<file path="src/hdl/cleq_pkg.sv">
package cleq_pkg;

  localparam int TAPS_DEF     = 32;
  localparam int TAP_BITS_DEF = 24;

  localparam int SMP_W   = 16;
  localparam int SMP_MAX = 32767;
  localparam int SMP_MIN = -32768;

  localparam int                STEP_W   = 16;
  localparam logic [STEP_W-1:0] STEP_RST = 16'd328;

  // 0.707 in Q2.13
  localparam int QPSK_LEVEL = 5792;

  typedef struct packed {
    logic wr_en;
    logic rd_en;
    logic rd_start;
  } dl_req_t;

  typedef struct packed {
    logic rd_en;
    logic wr_en;
  } tap_req_t;

endpackage

</file>
<file path="src/hdl/cleq_dline.sv">
module cleq_dline
  import cleq_pkg::*;
#(
  parameter int TAPS = TAPS_DEF
) (
  input  logic               clk_i,
  input  logic               rst_ni,
  input  dl_req_t            req_i,
  input  logic [2*SMP_W-1:0] wr_data_i,
  output logic [2*SMP_W-1:0] rd_data_o
);

  localparam int IW = $clog2(TAPS);

  logic [2*SMP_W-1:0] mem [TAPS];
  logic [2*SMP_W-1:0] rd_q;
  logic               rvld_q;
  logic [IW-1:0]      wptr_q, wptr_d;
  logic [IW-1:0]      rptr_q, rptr_d;
  logic [IW-1:0]      raddr;
  logic               full_q, full_d;

  // oldest sample sits at the write pointer
  assign raddr = req_i.rd_start ? wptr_q : rptr_q;

  always_comb begin
    wptr_d = wptr_q;
    full_d = full_q;
    rptr_d = rptr_q;
    if (req_i.wr_en) begin
      if (wptr_q == IW'(TAPS - 1)) begin
        wptr_d = '0;
        full_d = 1'b1;
      end else begin
        wptr_d = wptr_q + 1'b1;
      end
    end
    if (req_i.rd_en) begin
      rptr_d = (raddr == IW'(TAPS - 1)) ? '0 : raddr + 1'b1;
    end
  end

  always_ff @(posedge clk_i or negedge rst_ni) begin
    if (!rst_ni) begin
      wptr_q <= '0;
      rptr_q <= '0;
      full_q <= 1'b0;
    end else begin
      wptr_q <= wptr_d;
      rptr_q <= rptr_d;
      full_q <= full_d;
    end
  end

  always_ff @(posedge clk_i) begin
    if (req_i.wr_en) begin
      mem[wptr_q] <= wr_data_i;
    end
    if (req_i.rd_en) begin
      rd_q   <= mem[raddr];
      rvld_q <= full_q || (raddr < wptr_q);
    end
  end

  // entries not yet written since reset read as zero
  assign rd_data_o = rvld_q ? rd_q : '0;

endmodule

</file>
<file path="config.mk">
export PLATFORM = sky130hd
export DESIGN_NAME = cleq_dline
export DESIGN_NICKNAME = d
export VERILOG_FILES = /design/src/hdl/cleq_pkg.sv /design/src/hdl/cleq_dline.sv
export SDC_FILE = /design/constraint.sdc
export NUM_CORES = 1
export LEC_CHECK = 0
export ABC_AREA = 1
export BUFFER_PORTS_ARGS = -buffer_cell sky130_fd_sc_hd__buf_2
export CAP_MARGIN = 25
export CORE_MARGIN = 2
export CORE_UTILIZATION = 43
export CTS_CLUSTER_DIAMETER = 120
export DETAILED_ROUTE_END_ITERATION = 16
export PLACE_DENSITY = 0.66
export SLEW_MARGIN = 25
export SYNTH_ARGS = -nofsm -noshare
export SYNTH_HDL_FRONTEND = slang
export SYNTH_SLANG_ARGS = --single-unit
</file>
<file path="constraint.sdc">
create_clock -name clk_i -period 4.1 [get_ports clk_i]
set_input_delay 1.025 -clock clk_i [delete_from_list [all_inputs] [get_ports clk_i]]
set_output_delay 1.025 -clock clk_i [all_outputs]
set_load 0.03 [all_outputs]
</file>
After elaboration in Yosys (flattened, before gate mapping)
Memories as Yosys holds them, arrays and structs flattened. A register that Yosys moved wholly into a read port is not among the register bits. Index checks and enable logic that the tools add are counted.

Reduce and logical (&&, ||, !) cells: 2. Eq/ne operators: 2. Add/sub/neg operators: 2. Order comparisons: 1. Multiplexer cells: 6.

Operator list (number): $mux W32 (1); $mux W5 (3); $add A5 B1 Y5 const B (2); $eq A5 B5 Y1 const B (2); $lt A5 B5 Y1 (1); $mux W1 (2); $reduce_and A2 Y1 (1); $logic_or A1 B1 Y1 (1).

Bits in registers: 12. Output and inout bits: 32. Logic and storage cells: 18. Memories: 1. RAM bits: 1024.

Memory list: mem (words 32, width 32, rd ports 1, clocked after memory_dff 1, wr ports 1, line cleq_dline.sv:15) `logic [2*SMP_W-1:0] mem [TAPS];`.

Longest topological paths before layout
Gate-level depths: netlist of the first run.

Word-level depth: 3. Depth in mapped cells: 13. Depth with buffers taken out: 10.

Least setup slack after synthesis of the first run
No wires, ideal clock.

Path kind: input to register. Start: input req_i[2] (netlist bit). End: memory mem[15][0] (netlist bit), enable pin. Arrival time: 3511 ps. Path buffers: 0. Path slack: 128 ps. Cell stages on the path: 4. Cell sequence: nand2_1 > nor2_1 > inv_1 > nor3_1.

Longest elaborated chain between the ends: 2.

RTL lines: from (decl) (line cleq_dline.sv:8) `input dl_req_t req_i,`; $mux W1 (line cleq_dline.sv:56) `if (req_i.wr_en) begin`; $mux W1 (implied by the code) (line cleq_dline.sv:57) `mem[wptr_q] <= wr_data_i;`; to (decl) (line cleq_dline.sv:15).

No other way between the ends.

Final worst setup path of the first run
Start: register rvld_q. End: output rd_data_o[8].

Longest elaborated chain between the ends: 1.

RTL lines: from (decl) (line cleq_dline.sv:17) `logic rvld_q;`; from (signal assigned) (line cleq_dline.sv:61) `rvld_q <= full_q || (raddr < wptr_q);`; $mux W32 (line cleq_dline.sv:66) `assign rd_data_o = rvld_q ? rd_q : '0;`; to (decl) (line cleq_dline.sv:10) `output logic [2*SMP_W-1:0] rd_data_o`.

No other way between the ends.

==> flow_summary.ini, run 1 <==
[critical_path]
cp_data_arrival_time_ps = 2290
start_kind = flip-flop
crit_type = flip-flop to primary output
reg2reg_slack_ps = 1260
r2r-start = wptr_q[3]$_DFFE_PN0P_
crit_path_end_kind = primary output
critPathMaxFanout = 22
critical_path_required_ps = 3070
rr_worst_depth = 11
reg2reg_to = rvld_q$_DFFE_PP_

[routing]
wl_mm = 128
drc = 0
wl_per_cell_um = 21.4
ant_nets = 0
drt_pass1_iterations = 5
via_count = 32300
vias_per_cell = 5.39
dr.first_iter.drc_count = 3468

[floorplanning]
num_io_pins = 69
initial_core_util = 0.434
dieHeight_um = 335
core_area_um2 = 109000
die_area_um2 = 113000
die_w_um = 335
rows = 121

[clocking]
clkTransAtPathRegs_ps = 70
post_cts_buffers = 0
cts_tree = done
clock_sinks = 1068
cts_buffer_depth = 3
clock_latency_ps = 690
post_cts_resized = 0
numCtsBuffers = 106
cts_root_buf = clkbuf_16
ctsHoldBuffers = 0
cts_htree_levels = 3

[sta]
tightest_slew_ps = 950
slew_headroom = 0.367
fmax_ghz = 0.301
post-route-min-period_ps = 3320
finalCritPeriodShare = 0.809
fin_skew_ps = 24.2
rsz0062_at_grt = false
holdWs_ps = 226
setup_slack_ps = 782
slew_viol_final = 0
setup_viol = 0
hold_viol = 0
tns_ps = 0

[final_layout]
areaGrowthSynthToFinish_pct = 12.4
final_util = 0.488
fin_area_um2 = 53100
final_cell_mix = nand3_1, edfxtp_1, inv_1
drive_above_1_share = 0.0764
nets = 4547
layout_commonest_cell = nand3_1

[place]
dpl_worst_slack_ps = 463
io_buffer_count = 68
gp_congestion = 0.771
dp_hpwl_mm = 63.0
place_area_um2 = 49700

[logic_synthesis]
netlist_top_cells_area = edfxtp_1, nand3_1, inv_1, nand2_1, buf_2
ys_warn_count = 0
yosysTopAreaCell = edfxtp_1
synth.distinct_cells = 25
synth_nets = 4548
synth_top_cell_area_share = 0.672
synth-seq-cells = 1068
ys_seq_area_frac = 0.678
syn_inst = 4500
syn-cell-area_um2 = 47200
postSynthAreaPerCell_um2 = 10.5

[grt]
grt_pass1_vias = 31400
grt.busiest_layer = met2
met1_usage = 0.314
grt_pass1_wl_mm = 193
grt_max_degree = 174
grt_antenna_before_repair = 6
grt_usage = 0.229
met2_usage = 0.373
gr-usage-met3 = 0.0353
grt-ovfl-total = 0

[min_path]
hold_class = input port to async pin

[run_status]
status = complete, no violations

[power_and_ir_drop]
peakVddDrop_mv = 0.409
powerDensity_nw_per_um2 = 568
p_leak_nw = 22.1

[job]
maxCapViolations = 0
## state kept, by name (all words and copies together), names as in the netlist
register and count:
mem 1024, full_q 1, wptr_q 5, rvld_q 1, rd_q 32, rptr_q 5
## area by class of cell
type	count	area [µm²]
inverter	943	3550
timing repair buffer	152	1600
clock buffer	128	2740
antenna	1	2.50
sequential	1068	32000
clock inverter	63	688
fill	9426	55800
tap	1414	1770
multi-input combinational	2228	10700
## metal layers
metal / up-vias / wire (µm)
li1: 14800 / -
met1: 15700 / 52500
met2: 1536 / 60000
met3: 247 / 12100
met4: 8 / 3760
met5: - / 47
## worst max-delay path: stages, from the launching register on
cell and delay [ps]:
edfxtp_1 750, buf_12 300, nand2_1 220, inv_1 120, buf_2 200
## cell families after synthesis
kind of cell             synth area share
AND/OR/NAND/NOR                     0.215
XOR/XNOR                         0.000185
flip-flops                          0.678
buffers and inverters               0.102
AO/OA/AOI/OAI                     0.00217
adder cells (fa/ha/maj)           0.00291
## per-stage QoR
| step | total power [mW] | cells |
|---|---|---|
| global route | 31.4 | 5996 |
| global placement | 20.6 | 5805 |
| finish | 30.2 | 5997 |
| CTS | 30.3 | 5996 |
| detailed placement | 20.7 | 5805 |
| floorplan | 18.0 | 4500 |
## cells in the mapped netlist
master / instances
edfxtp_1: 1057
buf_2: 203
nand3b_1: 128
nand2_1: 896
o31ai_1: 1
clkbuf_1: 46
buf_4: 8
inv_2: 4
o21ai_0: 6
nand3_1: 1129
nor2_1: 35
dfrtp_1: 11
o211ai_1: 1
nand2_4: 1
xor2_1: 1
ha_1: 11
buf_1: 3
inv_1: 939
nor3_1: 5
o21ai_1: 4
o21ai_2: 2
buf_6: 1
nand4_1: 1
nand2_2: 3
a21oi_1: 4
## power breakdown
group	switching, mW	internal (mW)
clock network	4.11	5.51
logic	5.41	2.11
registers	0.230	12.8
total	9.75	20.4
## how the worst max path moves through the flow
stage                startpoint                    to  cells after the start
3_5_place_dp           req_i[0]      rvld_q$_DFFE_PP_                     10
2_1_floorplan          req_i[2]  mem[15][0]$_DFFE_PP_                      4
6_report       rvld_q$_DFFE_PP_          rd_data_o[8]                      4
3_3_place_gp           req_i[0]      rvld_q$_DFFE_PP_                     10
5_1_grt        rvld_q$_DFFE_PP_          rd_data_o[8]                      4
4_1_cts        rvld_q$_DFFE_PP_          rd_data_o[8]                      4
No activity file was read; power rests on OpenSTA's default activity.
==> inputs of run 2 (changes only) <==
- ABC_AREA: 1 -> 0
- clock period: 4.1 -> 3.25 ns (I/O delays scaled with it)
==> run 2 against run 1 <==
  * Die area decreased by 8.4%
  * Critical path depth decreased by 1
  * Combinational power increased by 44%
  * Core utilization increased by 0.85 points
  * Critical endpoint is now rd_data_o[18]
  * Largest cell class unchanged
==> flow_summary.ini, run 2 <==
[logic_synthesis]
synth_edf_count = 1057
ys_seq_area_frac = 0.740
syn-cell-area_um2 = 43200
postSynthAreaPerCell_um2 = 14.6
netlist_top_cells_area = edfxtp_1, mux2i_1, nand2_1, a211oi_1, nand3_1
syn_inst = 2958
yosysTopAreaCell = edfxtp_1
synthFlopType = edfxtp_1
async_flop_share = 0.0103
synth-seq-cells = 1068
synth_nets = 3006
ys_warn_count = 0
synth.distinct_cells = 39
synth.most_common_cell = edfxtp_1
synth_commonest_cells = edfxtp_1, nand2_1, nand3_1
synth_top_cell_area_share = 0.734

[floorplanning]
die_w_um = 321
num_io_pins = 69
initial_core_util = 0.433
die_area_um2 = 103000
rows = 116
core_area_um2 = 99900
dieHeight_um = 321

[grt]
grt_max_degree = 91
grt_antenna_before_repair = 10
grt_pass1_vias = 26600
grt_pass1_wl_mm = 181
grt-ovfl-total = 0
grt_usage = 0.238

[sta]
fin_skew_ps = 27.5
slew_viol_final = 0
tightest_slew_ps = 901
slew_headroom = 0.399
rsz0062_at_grt = false
setup_viol = 0
fmax_ghz = 0.319
finalCritPeriodShare = 0.966
holdWs_ps = 479
tns_ps = 0
post-route-min-period_ps = 3140
hold_viol = 0

[routing]
drt_pass1_iterations = 7
wl_mm = 124
wl_per_cell_um = 27.8
dr.first_iter.drc_count = 3287
drc = 0
via_count = 27500
vias_per_cell = 6.20
ant_nets = 0

[clocking]
cts_tree = done
cts_root_buf = clkbuf_16
cts_buffer_depth = 3
ctsHoldBuffers = 1
cts_htree_levels = 3
post_cts_buffers = 0
numCtsBuffers = 105
clock_latency_ps = 700
post_cts_resized = 0
clock_sinks = 1068
clkTransAtPathRegs_ps = 60

[power_and_ir_drop]
peakVddDrop_mv = 0.503
p_leak_nw = 16.5
powerDensity_nw_per_um2 = 792
power_mw = 39.2

[final_layout]
instances_no_fill = 4445
top_register = mem
drive_above_1_share = 0.134
nFillCells = 8292
final_cell_mix = edfxtp_1, nand2_1, nand3_1
areaGrowthSynthToFinish_pct = 14.6
largest_register_ffs = 1024
layout_commonest_cell = edfxtp_1
final_util = 0.496
multi_input_area_um2 = 10500
nets = 3112
ff_latch_area_um2 = 32000
largestRegisters = mem: 1024 flops, rd_q: 32 flops

[critical_path]
critPathMaxFanout = 14
reg2reg_slack_ps = 450
crit_type = flip-flop to primary output
critical_path_required_ps = 2440
cp_data_arrival_time_ps = 2330
crit_path_end_kind = primary output
start_kind = flip-flop

[place]
gp_congestion = 0.832
io_buffer_count = 68
dp_hpwl_mm = 68.1
dp.cells = 4254

[run_status]
status = complete, no violations

[job]
maxCapViolations = 0

[min_path]
hold_class = flip-flop to flip-flop
run 2: critical path, stage by stage, from the launching register on:
cell,delay [ps]
edfxtp_1,670
buf_4,300
and2_1,360
buf_2,290
run 2: cell families (layout without fill, tap and decap cells):
family	count (synthesis)	after routing	synth area share
AO/OA/AOI/OAI	724	724	0.114
XOR/XNOR	2	2	0.000405
adder cells (fa/ha/maj)	11	11	0.00318
buffers and inverters	243	429	0.0244
flip-flops	1068	1068	0.740
multiplexers	195	195	0.0452
other	0	3	0
AND/OR/NAND/NOR	715	715	0.0723
run 2: power by group:
part | total [mW] | leakage [nW] | internal (mW) | switching [mW]
sequential | 16.7 | 9.67 | 16.2 | 0.551
combinational | 10.8 | 5.21 | 3.62 | 7.21
clock | 11.7 | 1.58 | 6.45 | 5.21
run 2: per-stage QoR:
| step | worst slack [ps] | area (µm²) |
|---|---|---|
| 2_1_floorplan | -942 | 43300 |
| 3_3_place_gp | 185 | 46300 |
| 3_5_place_dp | 157 | 46300 |
| 4_1_cts | 60.2 | 49600 |
| 5_1_grt | 9.06 | 49600 |
| 6_report | 110 | 49600 |
run 2: worst paths after layout:
| kind | startpoint | to | cells after the start |
|---|---|---|---|
| worst max-delay path | rvld_q$_DFFE_PP_ | rd_data_o[18] | 3 |
| worst min-delay path | full_q$_DFFE_PN0P_ | full_q$_DFFE_PN0P_ | 1 |
| worst max register to register | wptr_q[3]$_DFFE_PN0P_ | rd_q[27]$_DFFE_PP_ | 8 |
| worst min register to register | full_q$_DFFE_PN0P_ | full_q$_DFFE_PN0P_ | 1 |
| max in group asynchronous | rst_ni | rptr_q[1]$_DFFE_PN0P_ | 2 |
| min in group asynchronous | rst_ni | full_q$_DFFE_PN0P_ | 2 |
run 2: per-layer routing:
metal  wire, µm  share of wire  up-vias  global-route usage
li1           -              -    11800                   -
met1      49000           0.40    13900               0.326
met2      58600           0.47     1531               0.385
met3      12000          0.097      261              0.0436
met4       4060          0.033        6              0.0808
met5         36        0.00029        -                   0
run 2: area by class of cell:
cell class | instances | share of cell area
flip-flops and latches | 1068 | 0.646
multi-input cells | 1647 | 0.212
clock buffers | 129 | 0.0548
repair buffers | 229 | 0.0413
well taps | 1298 | 0.0328
clock inverters | 58 | 0.0115
inverters | 13 | 0.00129
diodes | 3 | 0.000151
