<file path="config.mk">
export PLATFORM = sky130hd
export DESIGN_NAME = cleq_tapmem
export DESIGN_NICKNAME = d
export VERILOG_FILES = /design/src/hdl/cleq_pkg.sv /design/src/hdl/cleq_tapmem.sv
export SDC_FILE = /design/constraint.sdc
export NUM_CORES = 1
export LEC_CHECK = 0
export BUFFER_PORTS_ARGS = -buffer_cell sky130_fd_sc_hd__buf_4
export CORE_MARGIN = 2
export CORE_UTILIZATION = 38
export DETAILED_ROUTE_END_ITERATION = 10
export GPL_TIMING_DRIVEN = 0
export RECOVER_POWER = 25
export SYNTH_ARGS = -nofsm -noshare
export SYNTH_HDL_FRONTEND = slang
export SYNTH_SLANG_ARGS = --single-unit
</file>
<file path="constraint.sdc">
create_clock -name clk_i -period 2.15 [get_ports clk_i]
set_input_delay 0.43 -clock clk_i [delete_from_list [all_inputs] [get_ports clk_i]]
set_output_delay 0.43 -clock clk_i [all_outputs]
set_load 0.02 [all_outputs]
</file>
<file path="src/hdl/cleq_pkg.sv">
package cleq_pkg;

  localparam int TAPS_DEF     = 32;
  localparam int TAP_BITS_DEF = 24;

  localparam int SMP_W   = 16;
  localparam int SMP_MAX = 32767;
  localparam int SMP_MIN = -32768;

  localparam int                STEP_W   = 16;
  localparam logic [STEP_W-1:0] STEP_RST = 16'd328;

  // 0.707 in Q2.13
  localparam int QPSK_LEVEL = 5792;

  typedef struct packed {
    logic wr_en;
    logic rd_en;
    logic rd_start;
  } dl_req_t;

  typedef struct packed {
    logic rd_en;
    logic wr_en;
  } tap_req_t;

endpackage

</file>
<file path="src/hdl/cleq_tapmem.sv">
module cleq_tapmem
  import cleq_pkg::*;
#(
  parameter int TAPS     = TAPS_DEF,
  parameter int TAP_BITS = TAP_BITS_DEF
) (
  input  logic                     clk_i,
  input  logic                     rst_ni,
  input  tap_req_t                 req_i,
  input  logic [$clog2(TAPS)-1:0]  rd_addr_i,
  input  logic [$clog2(TAPS)-1:0]  wr_addr_i,
  input  logic [2*TAP_BITS-1:0]    wr_data_i,
  output logic [2*TAP_BITS-1:0]    rd_data_o
);

  localparam int IW = $clog2(TAPS);
  localparam logic [2*TAP_BITS-1:0] TAP_ONE =
    (2*TAP_BITS)'(1) << (TAP_BITS - 3);

  logic [2*TAP_BITS-1:0] mem [TAPS];
  logic [2*TAP_BITS-1:0] rd_q;
  logic                  ctr_q;
  logic                  init_q;

  // a full update sweep writes every entry, the last one at the end
  always_ff @(posedge clk_i or negedge rst_ni) begin
    if (!rst_ni) begin
      init_q <= 1'b0;
    end else if (req_i.wr_en && (wr_addr_i == IW'(TAPS - 1))) begin
      init_q <= 1'b1;
    end
  end

  always_ff @(posedge clk_i) begin
    if (req_i.wr_en) begin
      mem[wr_addr_i] <= wr_data_i;
    end
    if (req_i.rd_en) begin
      rd_q  <= mem[rd_addr_i];
      ctr_q <= (rd_addr_i == IW'(TAPS / 2));
    end
  end

  assign rd_data_o = init_q ? rd_q : (ctr_q ? TAP_ONE : '0);

endmodule

</file>
Yosys cells after proc, flatten, opt, wreduce, memory -nomap -nowiden. Memories as Yosys holds them, arrays and structs flattened. A register that Yosys moved wholly into a read port is not among the register bits. Index checks and enable logic that the tools add are counted.

Register bits: 2. Bits in writable memories: 1536. Output and inout port bits: 48. Memories kept: 1.

Memory list: mem (depth 32, width 48, rd ports 1, clocked after Yosys merged registers in 1, wr ports 1, RTL line cleq_tapmem.sv:20) `logic [2*TAP_BITS-1:0] mem [TAPS];`.

Equality and inequality tests: 2. Mux-type cells: 4. Reduce and logical (&&, ||, !) cells: 1.

Operators by type and width (count): $mux 48 (1); $mux 22 (1); $eq 5x5->1 const B (2); $mux 1 (2); $logic_and 1x1->1 (1).

Logic depth before layout (Yosys ltp). Gate-level depths: netlist of the first run.

Depth in word-level cells: 2. Mapped depth: 9. Mapped depth without buffers: 4.

Worst setup path after synthesis of the first run. OpenSTA, ideal clock, no wires.

Path type: input-to-reg. Start: input wr_addr_i[0]. End: memory mem[12][0] in the netlist's numbering (enable). Arrival time: 3.104 ns. Required time: 1.696 ns. Path slack: -1.408 ns. Stages: 3. Cell sequence: or3b_2 -> clkbuf_1 -> nor2_1.

RTL lines: start, declared (RTL line cleq_tapmem.sv:11) `input logic [$clog2(TAPS)-1:0] wr_addr_i,`; end, declared (RTL line cleq_tapmem.sv:20).

Straight into the memory's write port.

Final worst setup path of the first run.
Start: register init_q. End: output rd_data_o[21].

Longest elaborated chain between the ends: 1.

Ends and longest elaborated chain: start, declared (RTL line cleq_tapmem.sv:23) `logic init_q;`; start signal, assigned (RTL line cleq_tapmem.sv:28) `init_q <= 1'b0;`; start signal, assigned (RTL line cleq_tapmem.sv:30) `init_q <= 1'b1;`; $mux 48 (RTL line cleq_tapmem.sv:44) `assign rd_data_o = init_q ? rd_q : (ctr_q ? TAP_ONE : '0);`; end, declared (RTL line cleq_tapmem.sv:13) `output logic [2*TAP_BITS-1:0] rd_data_o`.

Every way passes these cells.

==> metrics.txt, run 1 <==
outcome=finished with violations; failing checks=negative setup slack; normalized max-slew margin=under 10%; layout cells sized above 1=27.8%; first-pass GRT wire length=~220000 µm; Total Nets Final=3077; fin cells=5206; unrepaired setup endpoints after global routing=yes; Placed Cells incl. Taps=4891; core area=157000 µm²; Peak Freq=417 MHz; CTS buffer count=160; H-tree lvl count=4; vias in the first global route=29200; final instance area=70400 µm²; DRC violations left=0; Critical Path End=rd_data_o[21]; largest net degree at the start of global routing=50; Worst Path Required=about 1.7 ns; Hold Crit Class=in2reg; Final Max Slew Viols=0; DIE HEIGHT=roughly 400 µm; Max Fanout on Critical Path=6; synth warn=0; cell taking the most area after synthesis=edfxtp_1; Yosys reg bits=between 1500 and 2000; IO Count=110; Synth cell types=29; worst slew pin tran=between 1 and 1.5 ns; Syn Inst Count=2662; synth top area cells=edfxtp_1 (79%), mux4_2 (11%), mux2i_1 (3.2%); Crit. End Element=primary output; Netlist Area Pre-Place=60000 µm²; wire length per cell=between 30 and 40 µm; # clock sinks=1586; CP Data Arrival Time=between 1.5 and 2 ns; Routed Antenna Nets=0; input/output buffers=106; FF+latch area=roughly 48000 µm²; Leak=22.4 nW; Fill cells=13100; FFs w/ async S/R, synth=less than 1%; Main synth FF type=edfxtp_1; Routability Congestion=0.759; Reg2Reg Depth=4; DIE AREA=161000 µm²; CTS tree=done; top post-synthesis cells by count=edfxtp_1 (1585), mux4_2 (288), mux2i_1 (192); peak supply drop=566 µV; area of the multi-input gates=11800 µm²; placed instance area=65000 µm²; share of the synthesized area in the top cell type=79.3%; average vias per placed instance=~5.6; setup_tns=-6.44 ns; worst setup margin=-0.248 ns; Area growth syn-to-layout=17.3%; EDFF count, synth=1585; drt first pass iters=6; Mean Syn Cell Area=22.5 µm²; dpl hpwl=around 100000 µm; Clk pin slew, worst setup/hold paths=0.06 ns; # rows=145; type of the worst setup path=reg2out; worst flop-to-flop path endpoint=rd_q[40]$_DFFE_PP_; Max-Cap Viols=0; Final period util=112%; hold slack=roughly 0.069 ns; most common cell in the netlist=edfxtp_1; initial antenna violation count=13; Fin. Hold Viols=0; root cell of the clock tree=clkbuf_16; routed vias=29200; type of origin of the critical path=register; overall global routing resource usage=19.4%; Overflow after GRT=0; PwrDens=926 nW/µm²; syn_nets=between 2000 and 3000; Max clock buf depth=3; Post-Place Setup Slack=-1.77 ns; min cycle time layout=2.40 ns; Seq/Total Area, Yosys=around four fifths; Worst-Skew Late Latency=slightly below 0.8 ns; Setup Skew=around 0.018 ns; worst flop-to-flop path startpoint=mem[10][40]$_DFFE_PP_; Critical path origin=init_q$_DFFE_PN0P_; Starting Density=38.3%; Setup-failing EPs final=49; final wirelength=158000 µm; die width=401 µm; reg2reg setup slack=between 0.15 and 0.2 ns; first-iteration detailed-routing DRC count=3591
## worst min-delay path by stage
stage,start,to,depth (start not counted)
finish,wr_data_i[35],mem[14][35]$_DFFE_PP_,1
global route,wr_data_i[32],mem[7][32]$_DFFE_PP_,1
CTS,wr_data_i[8],mem[31][8]$_DFFE_PP_,1
detailed placement,rst_ni,init_q$_DFFE_PN0P_,1
global placement,rst_ni,init_q$_DFFE_PN0P_,1
floorplan,rst_ni,init_q$_DFFE_PN0P_,0
## worst max-delay path, stage by stage, from the launching register on
cell and delay (ns):
dfrtp_2 0.44, clkbuf_16 0.20, mux2_4 0.38, buf_6 0.15
## logic make-up (layout without fill, tap and decap cells)
| family | count (synthesis) | count (layout) | synth area share [%] |
|---|---|---|---|
| AND/OR/NAND/NOR | 102 | 102 | 0.949 |
| buffers and inverters | 157 | 637 | 1.53 |
| AO/OA/AOI/OAI | 336 | 336 | 4.13 |
| multiplexers | 481 | 481 | 14.0 |
| flip-flops | 1586 | 1586 | 79.4 |
| other | 0 | 6 | 0 |
## per-layer routing
layer	part of all wire [%]	routed length, µm	global-route usage (%)	up-vias
met4	2.0	3200	4.78	4
met1	43	67400	27.9	15700
met2	48	75200	31.0	1171
li1	-	-	-	12100
met5	0.018	28	0	-
met3	7.4	11700	3.36	183
## cell type report
class | count | area share (%)
flip-flops and latches | 1586 | 67.6
repair buffers | 193 | 3.23
multi-input cells | 919 | 16.8
well taps | 2058 | 3.66
diodes | 6 | 0.0213
clock buffers | 199 | 6.05
plain buffers | 155 | 1.63
clock inverters | 90 | 0.944
## cell usage in the layout (no fill, tap or decap), drive strengths merged
cell	synthesis	routed
buf	75	225
and2	48	48
o221ai	48	48
mux2	1	1
a2111oi	12	12
nor3b	1	1
a21oi	60	60
a22o	12	12
diode	0	6
nor2b	2	2
or2	1	1
a211oi	36	36
clkinv	0	72
clkbuf	82	312
mux4	288	288
mux2i	192	192
dfrtp	1	1
edfxtp	1585	1585
a22oi	120	120
nand2	1	1
or3b	5	5
dlygate4sd3	0	6
or3	2	2
nand3	2	2
bufinv	0	7
clkdlybuf4s15	0	4
clkinvlp	0	3
nand3b	6	6
inv	0	8
o22ai	48	48
nor2	34	34
## timing repair
action                                 CTS  global route
pin swaps                                3             4
gates resized for setup                123            50
hold buffers                             6             0
endpoints found under the hold margin   60             0
cloned                                   0             0
setup endpoints to repair              106           111
buffers inserted                         5            11
## registers in the layout, indices dropped and copies added (netlist names)
register  flops
rd_q         48
mem        1536
ctr_q         1
init_q        1
## metrics by stage
| stage | util, % | total power [mW] |
|---|---|---|
| 4_1_cts | 44.9 | 65.6 |
| 6_report | 45.0 | 65.2 |
| 3_5_place_dp | 41.5 | 39.2 |
| 2_1_floorplan | - | 37.2 |
| 3_3_place_gp | 40.6 | 39.1 |
| 5_1_grt | 45.0 | 67.1 |
## power by group
part	switching, mW	leakage, nW	internal, mW
registers	0.0993	14.3	34.5
logic	2.56	5.63	1.58
clock network	11.6	2.40	14.9
total	14.2	22.4	51.0
Power figures use the tool's default switching activity.
==> run 2: changes to the inputs <==
BUFFER_PORTS_ARGS = unset   (was -buffer_cell sky130_fd_sc_hd__buf_4)
DONT_BUFFER_PORTS = 1   (was unset)
==> metrics.txt, run 2 (synthesis results as in run 1) <==
Fill cells=13000 (-0.30%); routed vias=29100 (-0.33%); # clock sinks=1586 (unchanged); normalized max-slew margin=-45.4% (-53 points); Worst-Skew Late Latency=0.77 ns (-0.02 ns); vias in the first global route=29400 (+0.43%); Fin. Hold Viols=0 (unchanged); largest net degree at the start of global routing=50 (unchanged); CP Data Arrival Time=2.70 ns (+0.73 ns); CTS tree=done; Setup Skew=0.0299 ns (+0.0117 ns); FF+latch area=47600 µm² (unchanged); Max clock buf depth=3 (unchanged); DRC violations left=0 (unchanged); unrepaired setup endpoints after global routing=yes; # rows=145 (unchanged); Hold Crit Class=in2reg; outcome=finished with violations; core area=157000 µm² (unchanged); Routed Antenna Nets=0 (unchanged); root cell of the clock tree=clkbuf_16; Final period util=104% (-7.2 points); Setup-failing EPs final=85 (+73%); DIE AREA=161000 µm² (unchanged); IO Count=110 (unchanged); commonest non-fill, non-tap cell in the layout=edfxtp_1; average vias per placed instance=5.68 (+1.1%); Starting Density=38.3% (unchanged); Largest regs=mem: 1536 flops, rd_q: 48 flops; PwrDens=938 nW/µm² (+1.3%); Max Fanout on Critical Path=19 (+13); min cycle time layout=2.24 ns (-0.155 ns); worst slew pin tran=2.18 ns (+0.797 ns); DIE HEIGHT=401 µm (unchanged); type of origin of the critical path=input port; layout cells sized above 1=26.3% (-1.6 points); most frequent cells in the layout=edfxtp_1 (1585), mux4_2 (288), mux2i_1 (192); max reg flops=1536 (unchanged); worst setup margin=-0.0928 ns (+0.155 ns); Tot Pwr=65.8 mW (+0.91%); first-iteration detailed-routing DRC count=3726 (+3.8%); final wirelength=160000 µm (+1.5%); failing checks=max-capacitance violations, max-slew violations, negative setup slack; type of the worst setup path=in2reg; Post-Place Setup Slack=-1.65 ns (+0.117 ns); Max-Cap Viols=1 (+1); input/output buffers=0 (-100%); Worst Path Required=2.61 ns (+0.89 ns); overall global routing resource usage=19.7% (+0.31 points); Biggest register=mem; Area growth syn-to-layout=16.8%; die width=401 µm (unchanged); initial antenna violation count=16 (+3); Leak=22.1 nW (-1.0%); dpl hpwl=105000 µm (+0.88%); Peak Freq=446 MHz (+6.9%); Total Nets Final=3005 (-2.3%); Overflow after GRT=0 (unchanged); H-tree lvl count=4 (unchanged); first-pass GRT wire length=224000 µm (+0.84%); Crit. End Element=register; CTS buffer count=159 (-0.63%); drt first pass iters=5 (-1); peak supply drop=616 µV (+8.8%); reg2reg setup slack=0.19 ns (+0.02 ns); Routability Congestion=0.744 (-2.0%); Clk pin slew, worst setup/hold paths=0.07 ns (about the same); Final Max Slew Viols=50 (+50); wire length per cell=31.1 µm (+2.9%); area of the multi-input gates=11800 µm² (-0.26%)
-- run 2: changes by cell type in the layout (fill, tap and decap cells not counted), moves of 15 or more --
cell,delta
and2_1,-15
and2_2,+17
buf_6,-16
dlygate4sd3_1,+44
clkbuf_1,-35
buf_4,-68
-- run 2: cell type report --
class | instances | share of cell area (%)
antenna | 9 | 0.0321
buffer | 155 | 1.60
clock buffer | 190 | 6.08
clock inverter | 93 | 1.17
multi-input combinational | 919 | 16.9
sequential | 1586 | 67.9
tap | 2058 | 3.67
timing repair buffer | 122 | 2.67
-- run 2: per-layer routing --
metal  global-route usage (%)  vias to the layer above  routed length (µm)
met5                        0                        -                  35
met4                     6.79                        6                4790
met3                     4.47                      258               13800
met2                     31.1                     1306               75900
met1                     27.2                    15600               65300
li1                         -                    12000                   -
-- run 2: power by group --
part           total (mW)  internal (mW)  switching (mW)
Clock                27.3           15.8            11.5
Sequential           34.6           34.5           0.102
Combinational        3.91           1.39            2.52
Total                65.8           51.7            14.1
-- run 2: worst paths after layout --
kind	start	endpoint	cells after the start
hold reg to reg	init_q$_DFFE_PN0P_	init_q$_DFFE_PN0P_	2
max in group asynchronous	rst_ni	init_q$_DFFE_PN0P_	2
min in group asynchronous	rst_ni	init_q$_DFFE_PN0P_	2
setup / recovery	wr_addr_i[0]	mem[28][12]$_DFFE_PP_	4
setup reg to reg	mem[14][24]$_DFFE_PP_	rd_q[24]$_DFFE_PP_	4
hold / removal	wr_addr_i[2]	mem[17][38]$_DFFE_PP_	2
-- run 2: what timing repair did --
action                                  in CTS  in global routing
endpoints found under the setup margin      96                 75
pin swaps                                    1                  0
resized for setup                          151                 47
hold buffers                                54                  0
hold endpoints to repair                  1586                  0
setup buffers                                3                  1
-- run 2: critical path, stage by stage --
cell and delay [ns]:
or3b_2 0.44, clkbuf_1 0.32, nor2_2 1.13, buf_12 0.29
-- run 2: stage by stage --
step	std cells	setup TNS [ns]	util (%)	hold WS (ns)	cell area, µm²
6_report	5132	-3.84	44.8	0.169	70100
2_1_floorplan	2662	-426.09	-	0.134	60200
3_5_place_dp	4784	-510.24	41.0	0.135	64200
3_3_place_gp	4720	-2814.62	40.1	0.135	62800
5_1_grt	5125	-5.12	44.8	0.135	70100
4_1_cts	5122	-4.90	44.8	0.0739	70200
